File: src/rtl/trc_pkg.sv
// Package for the ticket replay cache: sizes, status codes and the stored entry type.
// Used by the interfaces, the hour divider, the top level and the checker.
// No dependencies.
package trc_pkg;

  localparam int CACHE_ENTRIES = 256;
  localparam int ADDR_W = $clog2(CACHE_ENTRIES);
  localparam int FILL_W = $clog2(CACHE_ENTRIES + 1);

  localparam int KEY_W = 64;
  localparam int LEN_W = 8;
  localparam int TIME_W = 32;
  localparam int HOUR_W = 21;
  localparam int WIN_W = 17;
  localparam int STATUS_W = 2;

  localparam logic [LEN_W-1:0] MIN_TICKET_LEN = LEN_W'(129);
  localparam logic [WIN_W-1:0] WINDOW_RESET = WIN_W'(7200);

  localparam int SECONDS_PER_HOUR = 3600;

  // Seconds to hours: 3600 is 16 * 225, so drop four bits and multiply by
  // ceil(2^36 / 225), which is exact for every 28-bit value.
  localparam int HOUR_PRE_SHIFT = 4;
  localparam int HOUR_X_W = TIME_W - HOUR_PRE_SHIFT;
  localparam int HOUR_RECIP_W = 29;
  localparam logic [HOUR_RECIP_W-1:0] HOUR_RECIP = HOUR_RECIP_W'(305419897);
  localparam int HOUR_RECIP_SHIFT = 36;
  localparam int HOUR_PROD_W = HOUR_X_W + HOUR_RECIP_W;

  localparam logic [STATUS_W-1:0] STATUS_FRESH = 2'd0;
  localparam logic [STATUS_W-1:0] STATUS_REPLAY = 2'd1;
  localparam logic [STATUS_W-1:0] STATUS_SHORT = 2'd2;

  typedef struct packed {
    logic [KEY_W-1:0] key_word3;
    logic [KEY_W-1:0] key_word2;
    logic [KEY_W-1:0] key_word1;
    logic [KEY_W-1:0] key_word0;
    logic [HOUR_W-1:0] hour;
    logic [TIME_W-1:0] seconds;
  } trc_entry_t;

  localparam int ENTRY_W = $bits(trc_entry_t);

endpackage

File: src/rtl/trc_hour_div.sv
// Seconds to hours by a shift and a reciprocal multiplication; done follows start via pend.
// Depends on trc_pkg.
module trc_hour_div import trc_pkg::*; (
  input  logic              clk,
  input  logic              rst,
  input  logic              start,
  input  logic [TIME_W-1:0] dividend,
  output logic              done,
  output logic [HOUR_W-1:0] hour
);

  logic [HOUR_X_W-1:0]    x;
  logic                   pend;
  logic [HOUR_PROD_W-1:0] prod;

  assign prod = x * HOUR_RECIP;

  always_ff @(posedge clk) begin
    if (rst) begin
      pend <= 1'b0;
      done <= 1'b0;
    end else begin
      pend <= start;
      done <= pend;
      if (start) begin
        x <= dividend[TIME_W-1:HOUR_PRE_SHIFT];
      end
      if (pend) begin
        hour <= prod[HOUR_RECIP_SHIFT +: HOUR_W];
      end
    end
  end

endmodule

File: config.mk
export PLATFORM = sky130hd
export DESIGN_NAME = trc_hour_div
export DESIGN_NICKNAME = d
export VERILOG_FILES = /design/src/rtl/trc_pkg.sv /design/src/rtl/trc_hour_div.sv
export SDC_FILE = /design/constraint.sdc
export NUM_CORES = 1
export LEC_CHECK = 0
export BUFFER_PORTS_ARGS = -buffer_cell sky130_fd_sc_hd__buf_4
export CAP_MARGIN = 20
export CORE_MARGIN = 5
export CORE_UTILIZATION = 40
export DETAILED_ROUTE_END_ITERATION = 16
export GPL_TIMING_DRIVEN = 0
export PLACE_DENSITY = 0.61
export RECOVER_POWER = 100
export SLEW_MARGIN = 5
export SYNTH_ARGS = -nofsm -noshare
export SYNTH_HDL_FRONTEND = slang
export SYNTH_SLANG_ARGS = --single-unit
File: constraint.sdc
create_clock -name clk -period 6.2 [get_ports clk]
set_clock_uncertainty 0.05 [all_clocks]
set_input_delay 1.24 -clock clk [delete_from_list [all_inputs] [get_ports clk]]
set_output_delay 1.24 -clock clk [all_outputs]
set_load 0.01 [all_outputs]
==> impl_metrics.py <==
metrics = {
    "timing": {
        "period_needed_ns": 6.45,
        "finalHoldViolations": 0,
        "rsz0062_at_grt": "yes",
        "worst_slack_ns": -0.252,
        "period_share_pct": 104,
        "max_freq_ghz": 0.155,
        "worst_slew_pin_slew_ns": 1.66,
        "setup_violations": 16,
        "slew_violations": 17,
        "relSlewSlack_pct": -10.9,
    },
    "cells_and_area": {
        "fillers": 3317,
        "diodes": 0,
        "multi_input_area_sq_mm": 0.0117,
        "layout.nets": 2146,
        "area_delta_synth_final_pct": 18.5,
        "final_layout_size_suffix_gt1_share_pct": 17.4,
        "final_cell_area_sq_mm": 0.0169,
        "final-seq-area_sq_mm": 0.00151,
    },
    "detailed_routing": {
        "drt_wl_total_um": 36600,
        "drc": 0,
        "ant_nets": 0,
        "via_count": 9560,
        "drt-initial-drc-count": 427,
        "firstDrtPassIters": 5,
        "via_per_inst": 4.83,
        "wl_per_cell_um": 18.5,
    },
    "synthesis": {
        "synth.area.top_cells": "fa_1 (38%), ha_1 (29%), inv_1 (12%), edfxtp_1 (10%), a21oi_1 (1.5%)",
        "syn_nets": 1984,
        "ys_ff_latch": 51,
        "yosysUniqueCellTypes": 53,
        "syn_area_sq_mm": 0.0142,
        "ys.flop_type": "edfxtp_1",
        "synth_edf_count": 49,
        "netlist_instances": 1354,
        "ys_seq_area_share_pct": 10.6,
        "synth_warnings": 0,
        "synth.avg_cell_area_sq_um": 10.5,
        "netlist.area_leader.share_pct": 38.0,
        "synthArstFlopShare_pct": 0,
        "yosysTopAreaCell": "fa_1",
    },
    "clocking": {
        "clkLatencyLatePin_ns": 0.32,
        "cts_buffer_depth": 2,
        "cts_hold_buf": 0,
        "cts_made_buffers": 5,
        "cts_tree": "yes",
        "cts_sinks": 51,
        "root_buffer": "clkbuf_16",
        "clk_pin_slew_ns": 0.08,
        "htree_levels": 2,
    },
    "global_routing": {
        "grt_pass1_wl_um": 59600,
        "grt_max_degree": 17,
        "antenna_found_initial": 0,
        "overflow": 0,
        "grt_usage_pct": 19.8,
        "grt_pass1_vias": 10663,
    },
    "critical_path": {
        "arrival_ns": 6.48,
        "worstPathRequired_ns": 6.22,
        "startpoint": "x[27]",
        "endpoint_kind": "flip-flop",
        "r2r_cells": 21,
        "path_max_fanout": 6,
        "endpoint": "hour[17]",
        "crit_type": "flip-flop to flip-flop",
        "reg2reg_from": "x[27]",
        "r2r_slack_ns": -0.25,
        "start_kind": "flip-flop",
        "reg2reg_to": "hour[17]",
    },
    "die": {
        "core_area_sq_mm": 0.0354,
        "num_rows": 69,
        "dieArea_sq_mm": 0.0395,
        "start_util_pct": 40.2,
        "die_w_um": 199,
        "fp.dieH_um": 199,
        "pin_count": 57,
    },
    "status": {
        "status": "finished, violations left",
        "failed_checks": "capacitance limit, slew limit, setup timing",
    },
    "hold_path": {
        "min_path_type": "flip-flop to flip-flop",
    },
    "place": {
        "place_area_sq_mm": 0.0153,
        "dpl.hpwl_um": 29800,
        "place_congestion": 0.939,
        "io_buffer_count": 52,
    },
    "flow_run": {
        "drv_cap": 1,
    },
}
==> flip-flops by register name, indices dropped and copies added (netlist names) <==
name	count
x	28
hour	21
done	1
pend	1
==> placed cells by master, fill, tap and decap left out, types with 9 or more instances in the layout <==
cell type  instances
fa_2              23
nand4_1            9
clkbuf_1          32
ha_1             295
a21o_1            11
inv_2             18
buf_4             81
inv_1            432
buf_6             18
clkbuf_4          26
ha_4              25
nand2_1           29
o21ai_0           14
a21oi_1           35
fa_1             247
nor2_1            17
edfxtp_1          49
==> synth_stat cells (6+ instances only) <==
cell type / n
a21o_1: 11
a21oi_1: 43
edfxtp_1: 49
fa_1: 270
ha_1: 325
inv_1: 451
nand2_1: 30
nand3_1: 10
nand4_1: 9
nor2_1: 19
nor2b_1: 7
nor3_1: 12
o21a_1: 6
o21ai_0: 19
xnor2_1: 11
xor2_1: 8
==> through the flow <==
step | util (%) | setup TNS, ns | setup WS [ns] | hold WS [ns] | cells
after detailed placement | 43.2 | -18.64 | -1.21 | 0.403 | 1869
after global routing | 47.7 | -5.81 | -0.443 | 0.435 | 1978
after global placement | 43.0 | -18.19 | -1.16 | 0.389 | 1867
after floorplan | - | -0.0288 | -0.0229 | 0.380 | 1354
final | 47.7 | -2.11 | -0.252 | 0.423 | 1978
after CTS | 47.0 | -1.84 | -0.300 | 0.416 | 1962
==> layer usage <==
metal | GRT usage [%] | up-vias | part of all wire, %
met2 | 32.7 | 148 | 48
met4 | 3.75 | 0 | 1.5
li1 | - | 4545 | -
met3 | 2.54 | 26 | 3.8
met5 | 0 | - | 0
met1 | 28.4 | 4841 | 47
==> worst max-delay path, cell delays in order, from the launching register on <==
cell,delay (ns)
edfxtp_1,0.46
fa_2,0.65
inv_2,0.05
fa_2,0.53
inv_2,0.04
fa_2,0.43
fa_2,0.55
fa_2,0.44
fa_1,0.49
inv_1,0.05
fa_1,0.59
inv_2,0.07
ha_4,0.30
nand3_4,0.10
nor3b_2,0.26
o41ai_2,0.08
a31oi_1,0.24
o211ai_2,0.13
buf_6,0.16
o311ai_4,0.22
o211ai_1,0.16
xnor2_1,0.15
==> final cells by class <==
class	count	area share [%]
Buffer	5	0.111
Multi-Input combinational cell	847	69.6
Sequential cell	51	8.96
Timing Repair Buffer	155	6.89
Clock buffer	5	0.741
Clock inverter	3	0.259
Tap cell	461	3.42
Inverter	451	10.0
==> repair_timing <==
| item | CTS | global route |
|---|---|---|
| resized for setup | 101 | 63 |
| endpoints found under the setup margin | 21 | 20 |
| setup buffers | 85 | 16 |
| pin swaps | 52 | 40 |
| endpoints found under the hold margin | 0 | 0 |
==> worst min-delay path by stage <==
stage	startpoint	endpoint	slack (ns)	depth (start not counted)
final	pend	done	0.42	1
after global routing	pend	done	0.43	1
after CTS	pend	done	0.42	1
after detailed placement	pend	done	0.40	1
after global placement	pend	done	0.39	1
after floorplan	pend	done	0.38	1
==> cells by family after synthesis <==
family / synth area share, %
simple gates: 4.02
compound gates: 5.58
fa+ha+maj: 66.5
xor+xnor: 1.17
buf+inv: 12.0
flops: 10.6
mux: 0.0703
Power is not shown: default switching activity piles up to over one toggle a cycle in this logic, so the estimate is an artifact.
