[src/rtl/trc_entry_ram.sv]
// Single-port-write, single-port-read synchronous RAM holding the cache entries.
// Read data is registered. Depends on nothing.
module trc_entry_ram #(
  parameter int WIDTH = 8,
  parameter int DEPTH = 2
) (
  input  logic                     clk,
  input  logic                     wr_en,
  input  logic [$clog2(DEPTH)-1:0] wr_addr,
  input  logic [WIDTH-1:0]         wr_data,
  input  logic                     rd_en,
  input  logic [$clog2(DEPTH)-1:0] rd_addr,
  output logic [WIDTH-1:0]         rd_data
);

  logic [WIDTH-1:0] mem [DEPTH];

  always_ff @(posedge clk) begin
    if (wr_en) begin
      mem[wr_addr] <= wr_data;
    end
    if (rd_en) begin
      rd_data <= mem[rd_addr];
    end
  end

endmodule

[config.mk]
export PLATFORM = sky130hd
export DESIGN_NAME = trc_entry_ram
export DESIGN_NICKNAME = d
export VERILOG_FILES = /design/src/rtl/trc_entry_ram.sv
export SDC_FILE = /design/constraint.sdc
export NUM_CORES = 1
export LEC_CHECK = 0
export BUFFER_PORTS_ARGS = -buffer_cell sky130_fd_sc_hd__buf_2
export CAP_MARGIN = 20
export CORE_UTILIZATION = 35
export DETAILED_ROUTE_END_ITERATION = 7
export SYNTH_ARGS = -nofsm -noshare
export SYNTH_HDL_FRONTEND = slang
export SYNTH_SLANG_ARGS = --single-unit
[constraint.sdc]
create_clock -name clk -period 1.85 [get_ports clk]
set_input_delay 0.37 -clock clk [delete_from_list [all_inputs] [get_ports clk]]
set_output_delay 0.37 -clock clk [all_outputs]
set_load 0.005 [all_outputs]
==> impl_metrics.yaml, run 1 <==
clock_tree:
  clock_latency_ns: 0.30
  root_buffer: "clkbuf_4"
  htree_levels: 1
  cts.hold.buffers_added: 0
  cts_tree: "built"
  path_clk_slew_ns: 0.11
  cts_setup_buffers: 0
  cts.sinks: 24
  numCtsBuffers: 3
  clk_path_buf_depth: 2
  cts_resized: 0
grt:
  antenna_found_initial: 0
  grt_max_degree: 13
  grtUsageTotal_pct: 9.77
  grt_overflow_total: 0
  grt_pass1_vias: 404
  grt_pass1_wl_mm: 1.74
floorplanning:
  rows: 17
  core_um2: 2280
  die_area_um2: 2670
  dieWidth_um: 51.7
  die_h_um: 51.7
  start_util_pct: 38.0
  ioPinCount: 21
pwr:
  power_density_nw_per_um2: 916
  power_leakage_nw: 0.397
  ir_drop_uv: 413
logic_synthesis:
  syn_avg_cell_area_um2: 24.7
  ys_warn_count: 0
  synth_area_um2: 865
  ys_ff_latch: 24
  ys_seq_area_share_pct: 83.4
  synth_cell_types: 5
  syn-num-nets: 48
  synthCells: 35
timing:
  tightest_slew_ns: 0.357
  relSlewSlack_pct: 76.2
  whs_ns: 0.250
  drv_slew: 0
  setup_viol: 0
  fmax_mhz: 847
  finClkSkew_ns: 0.000500
  fin_crit_ns: 1.18
  finalHoldViolCount: 0
  rsz0062_at_grt: "no"
  fin_crit_sh_pct: 63.8
  finalWorstSetupSlack_ns: 0.669
  setup_tns_ns: 0
layout:
  final_nets: 73
  fillCellCount: 203
  antenna_cells: 0
  seqCellArea_um2: 721
  multiInputGateArea_um2: 133
  area_growth_pct: 17.8
  layout-drive-gt1-share_pct: 55.2
  final_common_cell: "edfxtp_1"
  most-common-layout-cells: "edfxtp_1 (24), buf_2 (20), mux2_4 (8)"
drt:
  drc: 0
  drtPass1Iterations: 1
  routedWlPerCell_um: 12.0
  initialDrtViolationCount: 0
  vias: 380
  via_per_inst: 4.42
  drtAntennaViolNets: 0
  routed_wl_mm: 1.03
critical_path:
  crit_buf_inv: 1
  cpMaxStageDelayCell: "edfxtp_1"
  crit_path_cell_trace: "buf_2"
  crit_family: "flip-flops"
  start_kind: "flip-flop"
  cp-end-kind: "output pin"
  critPathMaxStageDelay_ns: 0.38
  cp_max_fo: 1
  crit_type: "flip-flop to output pin"
  crit_required_ns: 1.48
  arrival_ns: 0.81
outcome:
  status: "finished clean"
placed_design:
  io_buffers: 20
  gp_congestion: 0.639
  dp_slack_ns: 0.642
job:
  maxCapViolCount: 0
worst_hold_path:
  holdCritPathClass: "input port to flip-flop"
[flip-flops by register name (all words and copies together), names as in the netlist]
| name | flops |
|---|---|
| mem | 16 |
| rd_data | 8 |
[final timing paths]
kind,cells past startpoint,end,slack (ns),startpoint
max,1,rd_data[3],0.67,rd_data[3]
min,1,mem[1][0],0.25,wr_data[0]
max reg2reg,1,rd_data[5],0.95,mem[0][5]
min reg2reg,1,rd_data[7],0.56,mem[1][7]
[area by class of cell]
class | count | share of cell area [%]
Tap cell | 28 | 3.44
Clock buffer | 3 | 2.21
Multi-Input combinational cell | 10 | 13.0
Sequential cell | 24 | 70.8
Timing Repair Buffer | 21 | 10.6
[logic make-up (layout without fill, tap and decap cells)]
family	count (synthesis)	after routing	synth area share, %
multiplexers	8	8	13.9
flip-flops	24	24	83.4
AND/OR/NAND/NOR	2	2	1.45
buffers and inverters	1	24	1.30
[cells in the mapped netlist]
library cell  number  area [µm²]
and2_1             1        6.26
buf_6              1        11.3
edfxtp_1          24         721
mux2_4             8         120
nor2b_1            1        6.26
[through the flow]
stage	instances	area, µm²	total power, W	util (%)
floorplan	35	865	0.000701	-
global placement	83	996	0.000734	43.8
detailed placement	83	996	0.000737	43.8
CTS	86	1020	0.000948	44.7
global route	86	1020	0.000976	44.7
finish	86	1020	0.000933	44.7
[routing by layer]
metal	global-route usage [%]	part of all wire, %	vias up
li1	-	-	183
met1	11.0	42	176
met2	15.4	49	19
met3	3.51	7.3	2
met4	6.76	2.0	0
met5	0	0	-
[power by group]
part	leakage, nW	total [W]	internal, W	switching, W
Sequential	0.228	0.000650	0.000642	0.00000897
Combinational	0.154	0.0000713	0.0000425	0.0000288
Clock	0.0138	0.000211	0.0000760	0.000135
(Power assumes the default switching activity.)
==> run 2: changes to the inputs <==
==> constraint.sdc (replaced) <==
create_clock -name clk -period 1 [get_ports clk]
set_input_delay 0.2 -clock clk [delete_from_list [all_inputs] [get_ports clk]]
set_output_delay 0.2 -clock clk [all_outputs]
set_load 0.005 [all_outputs]
==> run 2 against run 1 <==
The run now ends with negative setup slack left. Hold slack got worse by 0.18 ns. Design area increased by 4.4%. Critical endpoint is now rd_data[1]. Clock skew about the same. Largest cell class unchanged. Combinational power is 94% higher.
==> impl_metrics.yaml, run 2 (synthesis gave the netlist of run 1 again) <==
drt:
  routed_wl_mm: 1.04
  routedWlPerCell_um: 11.6
  met1_length_um: 488
  wl_met2_um: 483
  initialDrtViolationCount: 17
  vias: 384
  via_per_inst: 4.31
  dr_wl_met3_um: 63
  drtPass1Iterations: 3
  drc: 0
  top_layer: "met3"
  drtAntennaViolNets: 0
critical_path:
  crit_path_cell_trace: "buf_2"
  crit_required_ns: 0.80
  cp-end-kind: "output pin"
  critPathMaxStageDelay_ns: 0.38
  crit_family: "flip-flops"
  cp_max_fo: 1
  start_kind: "flip-flop"
  crit_type: "flip-flop to output pin"
  cpMaxStageDelayCell: "edfxtp_1"
  crit_buf_inv: 1
  arrival_ns: 0.81
layout:
  layoutNonFillerInstCount: 89
  largestRegisters: "mem: 16 flops, rd_data: 8 flops"
  area_growth_pct: 23.0
  final_nets: 75
  multiInputGateArea_um2: 133
  layout-drive-gt1-share_pct: 57.4
  largest_reg_flops: 16
  antenna_cells: 0
  seqCellArea_um2: 721
  final_cell_area_um2: 1060
  final_common_cell: "edfxtp_1"
  top_register: "mem"
  most-common-layout-cells: "edfxtp_1 (24), buf_2 (20), mux2_4 (8)"
  fillCellCount: 194
clock_tree:
  clock_latency_ns: 0.30
  path_clk_slew_ns: 0.12
  root_buffer: "clkbuf_4"
  cts_tree: "built"
  cts.sinks: 24
  htree_levels: 1
  clk_path_buf_depth: 2
  numCtsBuffers: 3
  cts_resized: 0
  cts.hold.buffers_added: 0
grt:
  antenna_found_initial: 0
  grt_overflow_total: 0
  grt_pass1_wl_mm: 1.63
  grtUsageTotal_pct: 9.19
  grt_max_degree: 15
  grt_pass1_vias: 370
pwr:
  power_density_nw_per_um2: 1900
  power_leakage_nw: 0.421
  total_power_w: 0.00202
  ir_drop_uv: 1410
timing:
  whs_ns: 0.0719
  relSlewSlack_pct: 82.6
  fmax_mhz: 986
  tightest_slew_ns: 0.261
  finalHoldViolCount: 0
  setup_viol: 8
  fin_crit_sh_pct: 101
  setup_tns_ns: -0.0589
  rsz0062_at_grt: "yes"
  finClkSkew_ns: 0.000986
  fin_crit_ns: 1.01
  drv_slew: 0
  finalWorstSetupSlack_ns: -0.0139
placed_design:
  post-place-cells: 85
  gp_congestion: 0.648
  io_buffers: 20
  place_area_um2: 1010
worst_hold_path:
  holdCritPathClass: "input port to flip-flop"
floorplanning:
  start_util_pct: 38.0
  die_area_um2: 2670
  ioPinCount: 21
  core_um2: 2280
  dieWidth_um: 51.7
  rows: 17
  die_h_um: 51.7
outcome:
  violations: "negative setup slack"
  status: "finished with violations"
job:
  maxCapViolCount: 0
run 2: area by class of cell:
cell class / count / area share, %
clock buffers: 3 / 2.12
clock inverters: 1 / 2.82
multi-input cells: 10 / 12.5
flip-flops and latches: 24 / 67.8
well taps: 28 / 3.29
repair buffers: 23 / 11.5
run 2: worst paths after layout:
check / start / to / slack, ns / cells after the start
setup reg to reg: mem[0][0] / rd_data[0] / 0.09 / 1
setup / recovery: rd_data[1] / rd_data[1] / -0.01 / 1
hold reg to reg: mem[1][1] / rd_data[1] / 0.57 / 1
hold / removal: wr_data[3] / mem[0][3] / 0.07 / 1
run 2: stage by stage:
step | setup slack, ns | utilization (%)
floorplan | 0.00656 | -
global placement | -0.0109 | 44.4
detailed placement | -0.0448 | 44.4
CTS | -0.0368 | 46.7
global route | -0.0773 | 46.7
finish | -0.0139 | 46.7
run 2: repair_timing:
action,in CTS,in global routing
setup endpoints to repair,8,8
gates cloned,0,0
buffers inserted,0,0
run 2: routing by layer:
metal | track usage [%] | vias up
li1 | - | 188
met1 | 10.7 | 179
met2 | 13.6 | 17
met3 | 3.51 | 0
met4 | 6.76 | 0
met5 | 0 | -
run 2: power breakdown:
group / switching [W] / internal [W]
Combinational: 0.0000547 / 0.0000836
Clock: 0.000273 / 0.000405
Sequential: 0.0000165 / 0.00119
